**src/rfid_reader_q_slot_controller_unit_macros.svh**
```systemverilog
// ---------------------------------------------------------------------------
// Assertion macros for the Q-slot controller
// Concurrent assertion shorthands shared by the RTL files that check themselves.
// ---------------------------------------------------------------------------
`ifndef RFID_READER_Q_SLOT_CONTROLLER_UNIT_MACROS_SVH
`define RFID_READER_Q_SLOT_CONTROLLER_UNIT_MACROS_SVH

// Same-cycle implication, disabled while reset is held.
`define RQSC_ASSERT_NOW(label, clk, rstn, ante, cons, msg) \
    label: assert property (@(posedge clk) disable iff (!(rstn)) (ante) |-> (cons)) \
        else $error(msg);

// Next-cycle implication, disabled while reset is held.
`define RQSC_ASSERT_NEXT(label, clk, rstn, ante, cons, msg) \
    label: assert property (@(posedge clk) disable iff (!(rstn)) (ante) |=> (cons)) \
        else $error(msg);

`endif

```
**src/rqsc_pkg.sv**
```systemverilog
// ---------------------------------------------------------------------------
// Q-slot controller package
// Types, codes and constants shared by the Q-slot controller modules.
// ---------------------------------------------------------------------------
package rqsc_pkg;

    localparam int APB_AW     = 4;
    localparam int APB_DW     = 32;
    localparam int S_TDATA_W  = 72;
    localparam int M_TDATA_W  = 144;
    localparam int OUTQ_DEPTH = 4;
    localparam int Q_TOP      = 15;

    localparam logic [31:0]       EPC_BROADCAST   = 32'hFFFF_FFFF;
    localparam logic signed [4:0] Q_STOPPED       = -5'sd1;
    localparam logic [15:0]       READER_ID_RESET = 16'd0;
    localparam logic signed [4:0] INITIAL_Q_RESET = 5'sd4;
    localparam logic [11:0]       INITIAL_QFP_RESET = 12'd1024;
    localparam logic [7:0]        STEP_C_RESET    = 8'd77;

    typedef enum logic [1:0] {
        FUNC_TAG_REPLY = 2'd0,
        FUNC_SLOT_END  = 2'd1,
        FUNC_START     = 2'd2,
        FUNC_UNUSED    = 2'd3
    } func_t;

    typedef enum logic [2:0] {
        CMD_QUERY      = 3'd0,
        CMD_QADJUST    = 3'd1,
        CMD_QREPLY_TAG = 3'd2,
        CMD_QREPLY_BC  = 3'd3,
        CMD_FINISHED   = 3'd4
    } cmd_t;

    typedef enum logic [1:0] {
        REG_READER_ID   = 2'd0,
        REG_INITIAL_Q   = 2'd1,
        REG_INITIAL_QFP = 2'd2,
        REG_STEP_C      = 2'd3
    } reg_idx_t;

    typedef struct packed {
        func_t       func;
        logic        from_tag;
        logic [15:0] dest_reader;
        logic        is_standard;
        logic        is_final_reply;
        logic [31:0] reply_epc;
        logic [15:0] reply_rng;
    } item_t;

    typedef struct packed {
        cmd_t              cmd;
        logic signed [4:0] q_value;
        logic [31:0]       target_epc;
        logic [15:0]       target_rng;
        logic [15:0]       slot_total;
        logic [15:0]       collision_total;
        logic [15:0]       idle_total;
        logic [15:0]       success_total;
        logic [15:0]       session_no;
        logic              rearm_timer;
        logic signed [4:0] max_q;
        logic              last;
    } result_t;

    // Settings the core reads continuously.
    typedef struct packed {
        logic [15:0] reader_id;
        logic [7:0]  step_c;
    } cfg_t;

    // One-cycle loads of the Q state caused by register writes.
    typedef struct packed {
        logic              q_load;
        logic signed [4:0] q_val;
        logic              qfp_load;
        logic [11:0]       qfp_val;
    } cfg_load_t;

    // Results pushed into the output queue in one cycle; second implies first.
    typedef struct packed {
        logic first;
        logic second;
    } res_push_t;

    function automatic logic [15:0] sat_inc16(input logic [15:0] v);
        return (v == 16'hFFFF) ? v : v + 16'd1;
    endfunction

endpackage

```
**src/rqsc_cfg.sv**
```systemverilog
// ---------------------------------------------------------------------------
// Q-slot controller register block
// APB-style register file holding reader identity, Q start values and step C.
// ---------------------------------------------------------------------------
module rqsc_cfg (
    input  logic                         aclk,
    input  logic                         aresetn,
    input  logic                         psel,
    input  logic                         penable,
    input  logic                         pwrite,
    input  logic [rqsc_pkg::APB_AW-1:0]  paddr,
    input  logic [rqsc_pkg::APB_DW-1:0]  pwdata,
    output logic [rqsc_pkg::APB_DW-1:0]  prdata,
    output logic                         pready,
    output rqsc_pkg::cfg_t               cfg,
    output rqsc_pkg::cfg_load_t          cfg_load
);
    import rqsc_pkg::*;

    logic [15:0]       reader_id_reg;
    logic signed [4:0] initial_q_reg;
    logic [11:0]       initial_qfp_reg;
    logic [7:0]        step_c_reg;
    logic              wr_en;
    reg_idx_t          idx;

    assign pready = 1'b1;
    assign wr_en  = psel && penable && pwrite && pready;
    assign idx    = reg_idx_t'(paddr[3:2]);

    always_ff @(posedge aclk) begin
        if (!aresetn) begin
            reader_id_reg   <= READER_ID_RESET;
            initial_q_reg   <= INITIAL_Q_RESET;
            initial_qfp_reg <= INITIAL_QFP_RESET;
            step_c_reg      <= STEP_C_RESET;
        end else if (wr_en) begin
            case (idx)
                REG_READER_ID:   reader_id_reg   <= pwdata[15:0];
                REG_INITIAL_Q:   initial_q_reg   <= $signed(pwdata[4:0]);
                REG_INITIAL_QFP: initial_qfp_reg <= pwdata[11:0];
                REG_STEP_C:      step_c_reg      <= pwdata[7:0];
                default: ;
            endcase
        end
    end

    always_comb begin
        case (idx)
            REG_READER_ID:   prdata = APB_DW'(reader_id_reg);
            REG_INITIAL_Q:   prdata = APB_DW'($unsigned(initial_q_reg));
            REG_INITIAL_QFP: prdata = APB_DW'(initial_qfp_reg);
            REG_STEP_C:      prdata = APB_DW'(step_c_reg);
            default:         prdata = '0;
        endcase
    end

    assign cfg.reader_id = reader_id_reg;
    assign cfg.step_c    = step_c_reg;

    // Writes of the start values load the live Q state at the same edge.
    assign cfg_load.q_load   = wr_en && (idx == REG_INITIAL_Q);
    assign cfg_load.q_val    = $signed(pwdata[4:0]);
    assign cfg_load.qfp_load = wr_en && (idx == REG_INITIAL_QFP);
    assign cfg_load.qfp_val  = pwdata[11:0];

endmodule

```
**src/rqsc_core.sv**
```systemverilog
// ---------------------------------------------------------------------------
// Q-slot controller core
// Input register, round state and the single-pass slot/Q update logic.
// ---------------------------------------------------------------------------
`include "rfid_reader_q_slot_controller_unit_macros.svh"

module rqsc_core #(
    parameter int FRAC_BITS = 8
) (
    input  logic                aclk,
    input  logic                aresetn,
    input  logic                in_valid,
    output logic                in_ready,
    input  rqsc_pkg::item_t     in_item,
    input  rqsc_pkg::cfg_t      cfg,
    input  rqsc_pkg::cfg_load_t cfg_load,
    input  logic                q_room,
    output rqsc_pkg::res_push_t push,
    output rqsc_pkg::result_t   res0,
    output rqsc_pkg::result_t   res1
);
    import rqsc_pkg::*;

    localparam int QW = FRAC_BITS + 4;
    localparam int LW = (QW > 12) ? QW : 12;
    localparam logic [QW-1:0] QFP_LIMIT = QW'(Q_TOP) << FRAC_BITS;
    localparam logic [QW:0]   QFP_HALF  = (QW + 1)'(1) << (FRAC_BITS - 1);
    localparam logic [QW-1:0] QFP_RESET =
        (LW'(INITIAL_QFP_RESET) > LW'(QFP_LIMIT)) ? QFP_LIMIT : QW'(INITIAL_QFP_RESET);

    function automatic logic signed [4:0] round_q(input logic [QW-1:0] x);
        logic [QW:0] s;
        s = {1'b0, x} + QFP_HALF;
        return $signed(5'(s >> FRAC_BITS));
    endfunction

    logic              in_valid_reg;
    item_t             item_reg;
    logic              advance;

    logic [1:0]        reply_count_reg, reply_count_next;
    logic [QW-1:0]     qfp_reg, qfp_next;
    logic signed [4:0] q_int_reg, q_int_next;
    logic signed [4:0] big_q_reg, big_q_next;
    logic [15:0]       slot_cnt_reg, slot_cnt_next;
    logic [15:0]       coll_cnt_reg, coll_cnt_next;
    logic [15:0]       idle_cnt_reg, idle_cnt_next;
    logic [15:0]       succ_cnt_reg, succ_cnt_next;
    logic [15:0]       session_cnt_reg, session_cnt_next;
    logic [31:0]       latched_epc_reg, latched_epc_next;
    logic [15:0]       latched_rng_reg, latched_rng_next;

    logic [QW:0]       qfp_sum;
    logic [QW-1:0]     qfp_cfg;
    logic signed [4:0] q_tmp;
    cmd_t              r0_cmd, r1_cmd;
    logic              r0_rearm, r1_rearm, r0_last, r0_to_tag;
    result_t           base;

    // The input register moves on whenever the queue can take two results.
    assign advance  = in_valid_reg && q_room;
    assign in_ready = !in_valid_reg || q_room;

    always_ff @(posedge aclk) begin
        if (!aresetn) begin
            in_valid_reg <= 1'b0;
        end else if (in_valid && in_ready) begin
            in_valid_reg <= 1'b1;
        end else if (advance) begin
            in_valid_reg <= 1'b0;
        end
    end

    always_ff @(posedge aclk) begin
        if (in_valid && in_ready) begin
            item_reg <= in_item;
        end
    end

    always_comb begin
        reply_count_next = reply_count_reg;
        qfp_next         = qfp_reg;
        q_int_next       = q_int_reg;
        big_q_next       = big_q_reg;
        slot_cnt_next    = slot_cnt_reg;
        coll_cnt_next    = coll_cnt_reg;
        idle_cnt_next    = idle_cnt_reg;
        succ_cnt_next    = succ_cnt_reg;
        session_cnt_next = session_cnt_reg;
        latched_epc_next = latched_epc_reg;
        latched_rng_next = latched_rng_reg;
        qfp_sum          = {1'b0, qfp_reg} + (QW + 1)'(cfg.step_c);
        q_tmp            = q_int_reg;
        r0_cmd           = CMD_QUERY;
        r1_cmd           = CMD_QREPLY_BC;
        r0_rearm         = 1'b0;
        r1_rearm         = 1'b0;
        r0_last          = 1'b1;
        r0_to_tag        = 1'b0;
        push.first       = 1'b0;
        push.second      = 1'b0;

        case (item_reg.func)
            FUNC_START: begin
                big_q_next       = q_int_reg;
                slot_cnt_next    = '0;
                coll_cnt_next    = '0;
                idle_cnt_next    = '0;
                succ_cnt_next    = '0;
                session_cnt_next = session_cnt_reg + 16'd1;
                r0_cmd           = CMD_QUERY;
                r0_rearm         = 1'b1;
                push.first       = advance;
            end
            FUNC_TAG_REPLY: begin
                if (item_reg.from_tag && item_reg.is_standard &&
                    (item_reg.dest_reader == cfg.reader_id)) begin
                    latched_epc_next = item_reg.reply_epc;
                    latched_rng_next = item_reg.reply_rng;
                    if (item_reg.is_final_reply) begin
                        reply_count_next = 2'd0;
                    end else if (reply_count_reg < 2'd2) begin
                        reply_count_next = reply_count_reg + 2'd1;
                    end
                end
            end
            FUNC_SLOT_END: begin
                slot_cnt_next = sat_inc16(slot_cnt_reg);
                push.first    = advance;
                if (reply_count_reg == 2'd0) begin
                    // Idle slot: Q falls by C; a stopped round stays stopped.
                    idle_cnt_next = sat_inc16(idle_cnt_reg);
                    qfp_next = (qfp_reg > QW'(cfg.step_c)) ? qfp_reg - QW'(cfg.step_c) : '0;
                    if (q_int_reg != Q_STOPPED) begin
                        q_tmp = round_q(qfp_next);
                        if (q_tmp >= big_q_reg) begin
                            big_q_next = q_tmp;
                        end
                    end
                    q_int_next = q_tmp;
                    if (q_tmp > 5'sd0) begin
                        r0_cmd   = CMD_QADJUST;
                        r0_rearm = 1'b1;
                    end else if (q_tmp == 5'sd0) begin
                        q_int_next = Q_STOPPED;
                        r0_cmd     = CMD_QADJUST;
                        r0_rearm   = 1'b1;
                    end else begin
                        r0_cmd = CMD_FINISHED;
                    end
                end else if (reply_count_reg == 2'd1) begin
                    succ_cnt_next    = sat_inc16(succ_cnt_reg);
                    reply_count_next = 2'd0;
                    r0_cmd           = CMD_QREPLY_TAG;
                    r0_to_tag        = 1'b1;
                    r0_last          = 1'b0;
                    r1_cmd           = CMD_QREPLY_BC;
                    r1_rearm         = 1'b1;
                    push.second      = advance;
                end else begin
                    // Collision: Q rises by C up to the top of the range.
                    coll_cnt_next    = sat_inc16(coll_cnt_reg);
                    reply_count_next = 2'd0;
                    qfp_next = (qfp_sum > {1'b0, QFP_LIMIT}) ? QFP_LIMIT : qfp_sum[QW-1:0];
                    q_tmp    = round_q(qfp_next);
                    q_int_next = q_tmp;
                    if (q_tmp >= big_q_reg) begin
                        big_q_next = q_tmp;
                    end
                    r0_cmd = CMD_QADJUST;
                    if (q_tmp == 5'(Q_TOP)) begin
                        r0_last     = 1'b0;
                        r1_cmd      = CMD_FINISHED;
                        push.second = advance;
                    end else begin
                        r0_rearm = 1'b1;
                    end
                end
            end
            default: ;
        endcase

        base.cmd             = r0_cmd;
        base.q_value         = q_int_next;
        base.target_epc      = EPC_BROADCAST;
        base.target_rng      = '0;
        base.slot_total      = slot_cnt_next;
        base.collision_total = coll_cnt_next;
        base.idle_total      = idle_cnt_next;
        base.success_total   = succ_cnt_next;
        base.session_no      = session_cnt_next;
        base.rearm_timer     = r0_rearm;
        base.max_q           = big_q_next;
        base.last            = r0_last;

        res0 = base;
        if (r0_to_tag) begin
            res0.target_epc = latched_epc_reg;
            res0.target_rng = latched_rng_reg;
        end
        res1             = base;
        res1.cmd         = r1_cmd;
        res1.rearm_timer = r1_rearm;
        res1.last        = 1'b1;
    end

    assign qfp_cfg = (LW'(cfg_load.qfp_val) > LW'(QFP_LIMIT)) ? QFP_LIMIT
                                                                : QW'(cfg_load.qfp_val);

    always_ff @(posedge aclk) begin
        if (!aresetn) begin
            reply_count_reg <= '0;
            qfp_reg         <= QFP_RESET;
            q_int_reg       <= INITIAL_Q_RESET;
            big_q_reg       <= '0;
            slot_cnt_reg    <= '0;
            coll_cnt_reg    <= '0;
            idle_cnt_reg    <= '0;
            succ_cnt_reg    <= '0;
            session_cnt_reg <= '0;
        end else begin
            if (advance) begin
                reply_count_reg <= reply_count_next;
                big_q_reg       <= big_q_next;
                slot_cnt_reg    <= slot_cnt_next;
                coll_cnt_reg    <= coll_cnt_next;
                idle_cnt_reg    <= idle_cnt_next;
                succ_cnt_reg    <= succ_cnt_next;
                session_cnt_reg <= session_cnt_next;
            end
            // A register write of a start value takes priority over the round update.
            if (cfg_load.q_load) begin
                q_int_reg <= cfg_load.q_val;
            end else if (advance) begin
                q_int_reg <= q_int_next;
            end
            if (cfg_load.qfp_load) begin
                qfp_reg <= qfp_cfg;
            end else if (advance) begin
                qfp_reg <= qfp_next;
            end
        end
    end

    always_ff @(posedge aclk) begin
        if (!aresetn) begin
            latched_epc_reg <= '0;
            latched_rng_reg <= '0;
        end else if (advance) begin
            latched_epc_reg <= latched_epc_next;
            latched_rng_reg <= latched_rng_next;
        end
    end

    `RQSC_ASSERT_NOW(a_second_needs_first, aclk, aresetn, push.second, push.first,
        "second result pushed without a first")
    `RQSC_ASSERT_NOW(a_push_needs_item, aclk, aresetn, push.first,
        in_valid_reg && q_room, "result pushed without a held request")
    `RQSC_ASSERT_NEXT(a_reply_count_bound, aclk, aresetn, 1'b1,
        reply_count_reg != 2'd3, "reply count above saturation")

endmodule

```
**src/rqsc_outq.sv**
```systemverilog
// ---------------------------------------------------------------------------
// Q-slot controller result queue
// Small queue taking up to two results a cycle; one leaves on out_ready.
// ---------------------------------------------------------------------------
`include "rfid_reader_q_slot_controller_unit_macros.svh"

module rqsc_outq (
    input  logic                aclk,
    input  logic                aresetn,
    input  rqsc_pkg::res_push_t push,
    input  rqsc_pkg::result_t   d0,
    input  rqsc_pkg::result_t   d1,
    output logic                room,
    output logic                out_valid,
    input  logic                out_ready,
    output rqsc_pkg::result_t   out_res
);
    import rqsc_pkg::*;

    localparam int PW = $clog2(OUTQ_DEPTH);
    localparam int CW = $clog2(OUTQ_DEPTH + 1);

    result_t         entry_reg [OUTQ_DEPTH];
    logic [PW-1:0]   wr_ptr_reg, rd_ptr_reg;
    logic [CW-1:0]   count_reg, count_next;
    logic            pop;
    logic [CW-1:0]   n_push;

    assign pop    = out_valid && out_ready;
    assign n_push = CW'(push.first) + CW'(push.second);
    assign room   = count_reg <= CW'(OUTQ_DEPTH - 2);
    assign out_valid  = count_reg != '0;
    assign out_res    = entry_reg[rd_ptr_reg];
    assign count_next = count_reg + n_push - CW'(pop);

    always_ff @(posedge aclk) begin
        if (!aresetn) begin
            wr_ptr_reg <= '0;
            rd_ptr_reg <= '0;
            count_reg  <= '0;
        end else begin
            wr_ptr_reg <= wr_ptr_reg + PW'(n_push);
            rd_ptr_reg <= rd_ptr_reg + PW'(pop);
            count_reg  <= count_next;
        end
    end

    always_ff @(posedge aclk) begin
        if (push.first) begin
            entry_reg[wr_ptr_reg] <= d0;
        end
        if (push.second) begin
            entry_reg[wr_ptr_reg + PW'(1)] <= d1;
        end
    end

    `RQSC_ASSERT_NOW(a_count_bound, aclk, aresetn, 1'b1, count_reg <= CW'(OUTQ_DEPTH),
        "result queue count beyond depth")
    `RQSC_ASSERT_NOW(a_no_overflow, aclk, aresetn, push.first,
        count_reg <= CW'(OUTQ_DEPTH - 2), "push into a queue without room")
    `RQSC_ASSERT_NEXT(a_hold_while_stalled, aclk, aresetn, out_valid && !out_ready,
        out_valid && $stable(rd_ptr_reg), "head result lost while stalled")

endmodule

```
**src/rfid_reader_q_slot_controller_unit.sv**
```systemverilog
// ---------------------------------------------------------------------------
// RFID reader Q-slot controller
// Reader side of a slotted inventory round: slot classing, Q adaptation
// and command generation.
// ---------------------------------------------------------------------------
//  Channel   Direction  Handshake          Payload
//  s_        in         tvalid / tready    tuser: func; tdata: reply fields
//  m_        out        tvalid / tready    tuser: cmd; tdata: frame fields; tlast
//  apb       in/out     psel/penable       four registers at byte 0, 4, 8, 12
//
//  While s_tready is high, one request is taken per cycle; its results pass
//  from the input register into a four-entry queue and leave at one per cycle
//  while m_tready is high. Success slots and top-Q collisions give two results,
//  so the output port sets the sustained rate for such requests.
//  s_tready falls only while a request is held and the queue has under two
//  free entries. Reset clears the queue and loads the round state.
// ---------------------------------------------------------------------------
module rfid_reader_q_slot_controller_unit #(
    parameter int FRAC_BITS = 8
) (
    input  logic                           aclk,
    input  logic                           aresetn,
    input  logic                           s_tvalid,
    output logic                           s_tready,
    // from_tag, dest_reader, is_standard, is_final_reply, reply_epc, reply_rng
    input  logic [rqsc_pkg::S_TDATA_W-1:0] s_tdata,
    // func
    input  logic [1:0]                     s_tuser,
    output logic                           m_tvalid,
    input  logic                           m_tready,
    // q_value, target_epc, target_rng, slot_total, collision_total, idle_total,
    // success_total, session_no, rearm_timer, max_q
    output logic [rqsc_pkg::M_TDATA_W-1:0] m_tdata,
    // cmd
    output logic [2:0]                     m_tuser,
    output logic                           m_tlast,
    input  logic                           psel,
    input  logic                           penable,
    input  logic                           pwrite,
    input  logic [rqsc_pkg::APB_AW-1:0]    paddr,
    input  logic [rqsc_pkg::APB_DW-1:0]    pwdata,
    output logic [rqsc_pkg::APB_DW-1:0]    prdata,
    output logic                           pready
);
    import rqsc_pkg::*;

    cfg_t      cfg;
    cfg_load_t cfg_load;
    item_t     item;
    res_push_t push;
    result_t   res0, res1, out_res;
    logic      q_room;

    assign item.func           = func_t'(s_tuser);
    assign item.from_tag       = s_tdata[0];
    assign item.dest_reader    = s_tdata[16:1];
    assign item.is_standard    = s_tdata[17];
    assign item.is_final_reply = s_tdata[18];
    assign item.reply_epc      = s_tdata[50:19];
    assign item.reply_rng      = s_tdata[66:51];

    rqsc_cfg u_cfg (
        .aclk     (aclk),
        .aresetn  (aresetn),
        .psel     (psel),
        .penable  (penable),
        .pwrite   (pwrite),
        .paddr    (paddr),
        .pwdata   (pwdata),
        .prdata   (prdata),
        .pready   (pready),
        .cfg      (cfg),
        .cfg_load (cfg_load)
    );

    rqsc_core #(
        .FRAC_BITS (FRAC_BITS)
    ) u_core (
        .aclk     (aclk),
        .aresetn  (aresetn),
        .in_valid (s_tvalid),
        .in_ready (s_tready),
        .in_item  (item),
        .cfg      (cfg),
        .cfg_load (cfg_load),
        .q_room   (q_room),
        .push     (push),
        .res0     (res0),
        .res1     (res1)
    );

    rqsc_outq u_outq (
        .aclk      (aclk),
        .aresetn   (aresetn),
        .push      (push),
        .d0        (res0),
        .d1        (res1),
        .room      (q_room),
        .out_valid (m_tvalid),
        .out_ready (m_tready),
        .out_res   (out_res)
    );

    assign m_tuser = out_res.cmd;
    assign m_tlast = out_res.last;
    assign m_tdata = {
        5'd0,
        out_res.max_q,
        out_res.rearm_timer,
        out_res.session_no,
        out_res.success_total,
        out_res.idle_total,
        out_res.collision_total,
        out_res.slot_total,
        out_res.target_rng,
        out_res.target_epc,
        out_res.q_value
    };

endmodule
```
**config.mk**
```make
export PLATFORM = sky130hd
export DESIGN_NAME = rfid_reader_q_slot_controller_unit
export DESIGN_NICKNAME = d
export VERILOG_FILES = /design/src/rqsc_pkg.sv /design/src/rqsc_cfg.sv /design/src/rqsc_core.sv /design/src/rqsc_outq.sv /design/src/rfid_reader_q_slot_controller_unit.sv
export VERILOG_INCLUDE_DIRS = /design/src /design/src/src
export SDC_FILE = /design/constraint.sdc
export NUM_CORES = 1
export LEC_CHECK = 0
export ABC_AREA = 1
export BUFFER_PORTS_ARGS = -buffer_cell sky130_fd_sc_hd__buf_2
export CAP_MARGIN = 20
export CORE_MARGIN = 10
export CORE_UTILIZATION = 50
export DETAILED_ROUTE_END_ITERATION = 7
export PLACE_DENSITY = 0.7
export RECOVER_POWER = 50
export SKIP_LAST_GASP = 1
export SLEW_MARGIN = 20
export SYNTH_ARGS = -nofsm -noshare
export SYNTH_HDL_FRONTEND = slang
export SYNTH_HIERARCHICAL = 1
export SYNTH_SLANG_ARGS = --single-unit
```
**constraint.sdc**
```tcl
create_clock -name aclk -period 12.4 [get_ports aclk]
set_input_delay 2.48 -clock aclk [delete_from_list [all_inputs] [get_ports aclk]]
set_output_delay 2.48 -clock aclk [all_outputs]
set_load 0.03 [all_outputs]
```
==> metrics.cfg, run 1 <==
[outcome]
status=finished, violations left
violations=max-capacitance violations, max-slew violations

[detailed_routing]
vias=35600
vias_per_cell=5.32
totalWireLength_um=114000
initialDrtViolationCount=2760
drc=0
routed_wire_length_per_instance_um=17.0
dr.pass1.iters=6
postRouteAntennaNets=0

[timing]
final_hold_viol_count=0
unrepaired_setup_endpoints_after_global_routing=no
finalCriticalPeriod_ps=8860
max_freq_mhz=113
fin_setup_tns_ps=0
final_max_slew_viol_count=784
hold-worst-slack_ps=469
period_share_pct=71.5
slew_headroom_pct=-221
tightestPinTransition_ps=4810
setup_viol_count_final=0
clock_skew_ps=45.2

[power]
power.share.sequential_pct=40.1
p_switching_uw=2890
leakage_uw=0.0193
pwr_density_cell_nw_per_um2=168
switching_share_pct=35.2
cellInternalPower_uw=5320
comb_power_share_pct=26.8
max-vdd-ir-drop_mv=0.108
clkPwrFrac_pct=33.1

[grt]
globalRouteMet1Util_pct=26.2
grt.busiest_layer=met2
first_global_vias=33300
groute.usage.overall_pct=21.2
groute.layer.met3.usage_pct=4.59
grt_antenna_before_repair=5
grt-ovfl-total=0
grt_pass1_wl_um=177000
grt.met2_usage_pct=36.4
grt_max_degree=289

[synth]
synthAdderAreaFrac_pct=1.36
synthXorXnorAreaFrac_pct=0.611
synthesis.instances=5468
syn_area_per_cell_um2=8.39
synth_largest_area_cell=sky130_fd_sc_hd__edfxtp_1
synth.area.top_cells=sky130_fd_sc_hd__edfxtp_1 42%, sky130_fd_sc_hd__nand2_1 10%, sky130_fd_sc_hd__dfxtp_1 8.8%
yosys_register_bits=842
synth.yosys.warnings=6
sequential_fraction_of_the_synthesis_area_pct=50.7
dominant_combinational_cell_family_by_area_after_synthesis=simple AND/OR/NAND/NOR gates
post_synth_instance_area_um2=45900
synth_cell_types=60
yosysMostFrequentCell=sky130_fd_sc_hd__nand2_1
yosys.area_share.simple_pct=17.1
synth.top_cells.by_count=1262 x sky130_fd_sc_hd__nand2_1, 727 x sky130_fd_sc_hd__inv_1, 698 x sky130_fd_sc_hd__o21ai_0
compound_gate_portion_of_the_synthesized_area_pct=16.8
synth_enable_flop_cells=641
synth_top_area_share_pct=41.9
yosys_most_used_dff=sky130_fd_sc_hd__edfxtp_1
synth.mux.area_fraction_pct=0
async_flop_share_pct=0

[setup_path]
crit_required_ps=9920
path_cells=clkbuf_2 -> o211ai_1 -> nand2_1 -> clkbuf_1
timing.critical_path.slowest_stage_cell=sky130_fd_sc_hd__clkbuf_2
timing.critical_path.from=u_outq/rd_ptr_reg[1]
setup.worst_path.end_class=output port
critPathMaxFanout=208
ff2ff_path_depth=28
largest_stage_delay_on_the_critical_path_ps=3370
criticalPathCategory=reg -> out
arrival_ps=6380
start_kind=flop
regToRegStartpoint=u_cfg/step_c_reg[2]

[floorplan]
die_x_extent_um=323
design.portCount=300
die_area_um2=104000
initial_utilization_pct=50.2
die_h_um=323
number_of_rows_in_the_core_area=111
coreArea_um2=91400

[place]
dp.final_hpwl_um=68000
placedInstanceArea_um2=46000
port_buffers=254
place.detailed.instances=6518
routabilityCongestion=0.869

[cts]
cts.clk_slew.worst_paths_ps=60
cts_made_buffers=91
clock_h_tree_levels=3
root_buffer=sky130_fd_sc_hd__clkbuf_16
max_clock_buf_depth=3
cts_post_setup_buffers_inserted=0
cts.hold.buffers_added=0
postCtsResizedCells=0
clock_insertion_delay_worst_skew_ps=670
tritoncts_clock_tree=built
clock-sinks=842

[cells_and_area]
layout.core_utilization_pct=53.4
largest_register_ffs=572
area_growth_syn_to_layout_pct=6.27
final_design_instance_area_without_fill_um2=48800
final-instance-count-excl-fill=6694
fraction_of_layout_cells_with_a_size_suffix_above_1_pct=7.28
num-nets-final=5592

[min_path]
type_of_the_most_critical_hold_path=reg -> reg
whs_path_depth=2
worstHoldStart=u_core/coll_cnt_reg[14]

[run]
maxCapViolations=11

[cell families after synthesis]
family          Yosys count
flops                   842
compound gates         1420
simple gates           1875
buf+inv                1246
xor+xnor                 32
fa+ha+maj                48
other cells               5
[layout make-up]
class	instances	area (µm²)
inverter	751	2820
tap	1186	1480
clock buffer	129	2590
clock inverter	42	440
sequential	842	23300
multi-input combinational	3447	16700
timing repair buffer	294	1430
fill	8259	42600
antenna	3	7.51
[final timing paths]
check	to	slack, ps
worst min register to register	u_core/coll_cnt_reg[14]	470
worst min-delay path	u_core/coll_cnt_reg[14]	470
worst max-delay path	m_tdata[48]	3540
worst max register to register	u_outq/entry_reg[0][132]	4290
[power by group through the flow]
stage	clock network [µW]	registers (µW)	logic [µW]
6_report	2720	3290	2200
5_1_grt	2890	3310	2440
4_1_cts	2770	3290	2240
2_1_floorplan	0	3320	1680
3_3_place_gp	0	3340	2200
3_5_place_dp	0	3350	2230
[layout by cell type (no fill, tap or decap), types with 21 or more instances in the layout]
cell	count
sky130_fd_sc_hd__o211ai_1	160
sky130_fd_sc_hd__buf_2	103
sky130_fd_sc_hd__o21ai_1	116
sky130_fd_sc_hd__inv_2	21
sky130_fd_sc_hd__xor2_1	27
sky130_fd_sc_hd__dfxtp_1	199
sky130_fd_sc_hd__o21ai_0	777
sky130_fd_sc_hd__clkbuf_16	92
sky130_fd_sc_hd__nand4_1	32
sky130_fd_sc_hd__a31oi_1	27
sky130_fd_sc_hd__a21oi_1	280
sky130_fd_sc_hd__nand2_1	1261
sky130_fd_sc_hd__edfxtp_1	641
sky130_fd_sc_hd__nor3_1	74
sky130_fd_sc_hd__inv_1	728
sky130_fd_sc_hd__nand3_1	132
sky130_fd_sc_hd__ha_1	45
sky130_fd_sc_hd__clkbuf_1	182
sky130_fd_sc_hd__or2_2	34
sky130_fd_sc_hd__nor2_1	257
sky130_fd_sc_hd__conb_1	72
[critical path: cells and delay by family, from the launching register on]
family                 cells  cell delay [ps]
buffers and inverters      2             3710
DFF                        1              990
AOI/OAI and AO/OA          1              480
and+or+nand+nor            1              320
[through the flow]
step           setup slack, ps  power, µW
6_report                  3540       8210
5_1_grt                   3130       8630
4_1_cts                   5670       8300
3_5_place_dp              5680       5580
3_3_place_gp              5830       5540
2_1_floorplan            -23.9       5000
[routing by layer]
layer,vias up,routed length [µm]
met5,-,42
met4,6,3020
met3,184,8110
met2,1036,54400
met1,16600,48000
li1,17800,-
No activity file was read; power rests on OpenSTA's default activity.
==> run 2, diff against run 1 <==
--- a/config.mk
+++ b/config.mk
@@ -6,13 +6,13 @@
 export SDC_FILE = /design/constraint.sdc
 export NUM_CORES = 1
 export LEC_CHECK = 0
-export ABC_AREA = 1
+export ABC_AREA = 0
 export BUFFER_PORTS_ARGS = -buffer_cell sky130_fd_sc_hd__buf_2
 export CAP_MARGIN = 20
 export CORE_MARGIN = 10
 export CORE_UTILIZATION = 50
 export DETAILED_ROUTE_END_ITERATION = 7
-export PLACE_DENSITY = 0.7
+export PLACE_DENSITY = 0.68
 export RECOVER_POWER = 50
 export SKIP_LAST_GASP = 1
 export SLEW_MARGIN = 20
==> constraint.sdc (replaced) <==
create_clock -name aclk -period 9.1 [get_ports aclk]
set_input_delay 1.82 -clock aclk [delete_from_list [all_inputs] [get_ports aclk]]
set_output_delay 1.82 -clock aclk [all_outputs]
set_load 0.03 [all_outputs]
==> run 2 against run 1 <==
Effect of this change: the run still ends with max-capacitance violations, max-slew violations left; global-route usage is 1.0 points lower; area after synthesis is 3.3% lower; design area is 1.4% lower; clock-buffer cell count is 2 higher; clock power is 34% higher; die area is 3.1% lower; final cell count is 31% lower; largest cell class unchanged.
==> metrics.cfg, run 2 <==
[power]
cellInternalPower_uw=7020  ; was 5320 µW
clkPwrFrac_pct=36.6  ; was 33.1%
power.share.sequential_pct=43.6  ; was 40.1%
pwr_density_cell_nw_per_um2=207  ; was 168 nW/µm²
leakage_uw=0.0168  ; was 0.0193 µW
max-vdd-ir-drop_mv=0.178  ; was 0.108 mV
switching_share_pct=29.4  ; was 35.2%
p_switching_uw=2920  ; was 2890 µW
comb_power_share_pct=19.7  ; was 26.8%

[detailed_routing]
totalWireLength_um=104000  ; was 114000 µm
vias_per_cell=5.65  ; was 5.32
initialDrtViolationCount=1841  ; was 2760
routed_wire_length_per_instance_um=22.6  ; was 17.0 µm
dr.pass1.iters=8  ; was 6
vias=26200  ; was 35600
drc=0  ; unchanged
postRouteAntennaNets=0  ; unchanged

[setup_path]
crit_required_ps=9490  ; was 9920 ps
timing.critical_path.from=u_cfg/step_c_reg[2]  ; was u_outq/rd_ptr_reg[1]
setup.worst_path.end_class=flop  ; was output port
critPathMaxFanout=109  ; was 208
regToRegStartpoint=u_cfg/step_c_reg[2]  ; unchanged
start_kind=flop  ; unchanged
criticalPathCategory=reg -> reg  ; was reg -> out
arrival_ps=8330  ; was 6380 ps

[floorplan]
coreArea_um2=88200  ; was 91400 µm²
die_x_extent_um=318  ; was 323 µm
design.portCount=300  ; unchanged
die_h_um=318  ; was 323 µm
die_area_um2=101000  ; was 104000 µm²
number_of_rows_in_the_core_area=109  ; was 111
initial_utilization_pct=50.3  ; was 50.2%

[place]
pre_cts_slack_ps=2060  ; was 5680 ps
dp.final_hpwl_um=62500  ; was 68000 µm
port_buffers=254  ; unchanged
routabilityCongestion=0.870  ; was 0.869
placedInstanceArea_um2=45500  ; was 46000 µm²

[cts]
cts.hold.buffers_added=0  ; unchanged
cts_made_buffers=91  ; unchanged
postCtsResizedCells=0  ; unchanged
tritoncts_clock_tree=built  ; unchanged
cts_post_setup_buffers_inserted=0  ; unchanged
clock-sinks=842  ; unchanged
max_clock_buf_depth=3  ; unchanged
clock_h_tree_levels=3  ; unchanged
clock_insertion_delay_worst_skew_ps=660  ; was 670 ps
root_buffer=sky130_fd_sc_hd__clkbuf_16  ; unchanged
cts.clk_slew.worst_paths_ps=60  ; about the same

[synth]
yosys_most_used_dff=sky130_fd_sc_hd__edfxtp_1  ; unchanged
synth_enable_flop_cells=641  ; unchanged
async_flop_share_pct=0  ; unchanged
synth.yosys.warnings=6  ; unchanged
synth_largest_area_cell=sky130_fd_sc_hd__edfxtp_1  ; unchanged
post_synth_instance_area_um2=44400  ; was 45900 µm²
yosysMostFrequentCell=sky130_fd_sc_hd__edfxtp_1  ; was sky130_fd_sc_hd__nand2_1
synth.area.top_cells=sky130_fd_sc_hd__edfxtp_1 43%, sky130_fd_sc_hd__mux2_2 12%, sky130_fd_sc_hd__dfxtp_1 9.1%  ; was sky130_fd_sc_hd__edfxtp_1 42%, sky130_fd_sc_hd__nand2_1 10%, sky130_fd_sc_hd__dfxtp_1 8.8%
synthesis.instances=3306  ; was 5468
synth_cell_types=87  ; was 60
yosys_register_bits=842  ; unchanged
synth.top_cells.by_count=641 x sky130_fd_sc_hd__edfxtp_1, 490 x sky130_fd_sc_hd__mux2_2, 207 x sky130_fd_sc_hd__buf_4, 207 x sky130_fd_sc_hd__nand2_1, 201 x sky130_fd_sc_hd__dfxtp_1  ; was 1262 x sky130_fd_sc_hd__nand2_1, 727 x sky130_fd_sc_hd__inv_1, 698 x sky130_fd_sc_hd__o21ai_0
sequential_fraction_of_the_synthesis_area_pct=52.5  ; was 50.7%
syn_area_per_cell_um2=13.4  ; was 8.39 µm²
synth_top_area_share_pct=43.4  ; was 41.9%

[timing]
finalCriticalPeriod_ps=7940
period_share_pct=87.3
clock_skew_ps=23.5  ; was 45.2 ps
max_freq_mhz=126
setup_viol_count_final=0  ; unchanged
slew_headroom_pct=-150  ; was -221%
worst_slack_ps=1160  ; was 3540 ps
tightestPinTransition_ps=3750  ; was 4810 ps
final_max_slew_viol_count=737  ; was 784
hold-worst-slack_ps=454  ; was 469 ps
unrepaired_setup_endpoints_after_global_routing=no  ; unchanged
final_hold_viol_count=0  ; unchanged

[cells_and_area]
fillerInstances=7365  ; was 8259
largest_register_ffs=572  ; unchanged
layout.core_utilization_pct=54.5  ; was 53.4%
most-common-layout-cells=641 x sky130_fd_sc_hd__edfxtp_1, 490 x sky130_fd_sc_hd__mux2_2, 221 x sky130_fd_sc_hd__clkbuf_1  ; was 1261 x sky130_fd_sc_hd__nand2_1, 777 x sky130_fd_sc_hd__o21ai_0, 728 x sky130_fd_sc_hd__inv_1
final_common_cell=sky130_fd_sc_hd__edfxtp_1  ; was sky130_fd_sc_hd__nand2_1
final_design_instance_area_without_fill_um2=48100  ; was 48800 µm²
num-nets-final=3547  ; was 5592
fraction_of_layout_cells_with_a_size_suffix_above_1_pct=28.7  ; was 7.28%
area_growth_syn_to_layout_pct=8.45  ; was 6.27%

[outcome]
violations=max-capacitance violations, max-slew violations  ; unchanged
status=finished, violations left  ; unchanged

[grt]
groute.usage.overall_pct=20.1  ; was 21.2%
grt_pass1_wl_um=161000  ; was 177000 µm
grt_max_degree=110  ; was 289
first_global_vias=26800  ; was 33300
grt-ovfl-total=0  ; unchanged
grt_antenna_before_repair=3  ; was 5

[min_path]
worstHoldStart=u_cfg/initial_qfp_reg[6]  ; was u_core/coll_cnt_reg[14]
type_of_the_most_critical_hold_path=reg -> reg  ; unchanged

[run]
maxCapViolations=15  ; was 11

-- run 2: cell types whose count changed after synthesis, moves of 98 or more --
cell	before	now
sky130_fd_sc_hd__a21oi_1	280	78
sky130_fd_sc_hd__inv_1	727	63
sky130_fd_sc_hd__mux2_2	0	490
sky130_fd_sc_hd__mux2i_1	0	98
sky130_fd_sc_hd__mux4_2	0	148
sky130_fd_sc_hd__nand2_1	1262	207
sky130_fd_sc_hd__nor2_1	256	130
sky130_fd_sc_hd__o211ai_1	160	14
sky130_fd_sc_hd__o21ai_0	698	60
sky130_fd_sc_hd__o21ai_1	195	2
-- run 2: metrics by stage --
stage | setup TNS, ps | total power [µW] | std cells
2_1_floorplan | -443390 | 5890 | 3373
3_3_place_gp | 0 | 6440 | 4451
3_5_place_dp | 0 | 6450 | 4453
4_1_cts | 0 | 10100 | 4624
5_1_grt | 0 | 10300 | 4626
6_report | 0 | 9940 | 4626
-- run 2: power by group through the flow --
stage	Sequential, µW	Combinational [µW]	Clock (µW)
after global placement	4420	2020	0
after CTS	4350	2030	3730
final	4340	1960	3640
after floorplan	4360	1530	0
after detailed placement	4430	2030	0
after global routing	4360	2100	3880
-- run 2: cell families (layout without fill, tap and decap cells) --
| kind of cell | Yosys count | count (layout) | synth area share, % |
|---|---|---|---|
| buf+inv | 447 | 534 | 6.01 |
| mux | 825 | 825 | 24.9 |
| fa+ha+maj | 48 | 48 | 1.40 |
| other cells | 5 | 73 | 0.0423 |
| flops | 842 | 842 | 52.5 |
| compound gates | 321 | 321 | 4.78 |
| simple gates | 712 | 712 | 8.23 |
| xor+xnor | 106 | 106 | 2.15 |
-- run 2: worst max-delay path: stages, from the launching register on --
cell and delay [ps]:
sky130_fd_sc_hd__dfxtp_1 380, sky130_fd_sc_hd__inv_1 60, sky130_fd_sc_hd__ha_1 440, sky130_fd_sc_hd__nor3b_1 110, sky130_fd_sc_hd__o31ai_1 470, sky130_fd_sc_hd__o2111ai_1 300, sky130_fd_sc_hd__and2_0 250, sky130_fd_sc_hd__o41ai_1 520
sky130_fd_sc_hd__o2bb2ai_1 170, sky130_fd_sc_hd__o22ai_1 390, sky130_fd_sc_hd__nor2_1 80, sky130_fd_sc_hd__ha_1 230, sky130_fd_sc_hd__o21ai_0 100, sky130_fd_sc_hd__xor2_1 200, sky130_fd_sc_hd__o2111ai_1 300, sky130_fd_sc_hd__a21o_1 310
sky130_fd_sc_hd__nor2_1 170, sky130_fd_sc_hd__nand3b_1 140, sky130_fd_sc_hd__buf_2 2410, sky130_fd_sc_hd__mux2_2 500
-- run 2: path summary, 6_finish.rpt --
check | slack [ps] | to | cells after the start
worst max-delay path | 1160 | u_outq/entry_reg[3][117] | 19
worst min-delay path | 450 | u_cfg/initial_qfp_reg[6] | 2
worst max register to register | 1160 | u_outq/entry_reg[3][117] | 19
worst min register to register | 450 | u_cfg/initial_qfp_reg[6] | 2
-- run 2: area by class of cell --
class / count / area, µm² / area share (%)
antenna: 1 / 2.50 / 0.00520
clock buffer: 131 / 2510 / 5.21
clock inverter: 40 / 432 / 0.897
inverter: 66 / 248 / 0.515
multi-input combinational: 2084 / 18700 / 38.9
sequential: 842 / 23300 / 48.4
tap: 1165 / 1460 / 3.03
timing repair buffer: 297 / 1480 / 3.08
-- run 2: layer usage --
| layer | routed length, µm | track usage [%] | share of wire [%] |
|---|---|---|---|
| met1 | 44600 | 25.8 | 43 |
| met2 | 52700 | 34.9 | 51 |
| met3 | 4750 | 3.12 | 4.5 |
| met4 | 2260 | 5.60 | 2.2 |
| met5 | 0 | 0 | 0 |
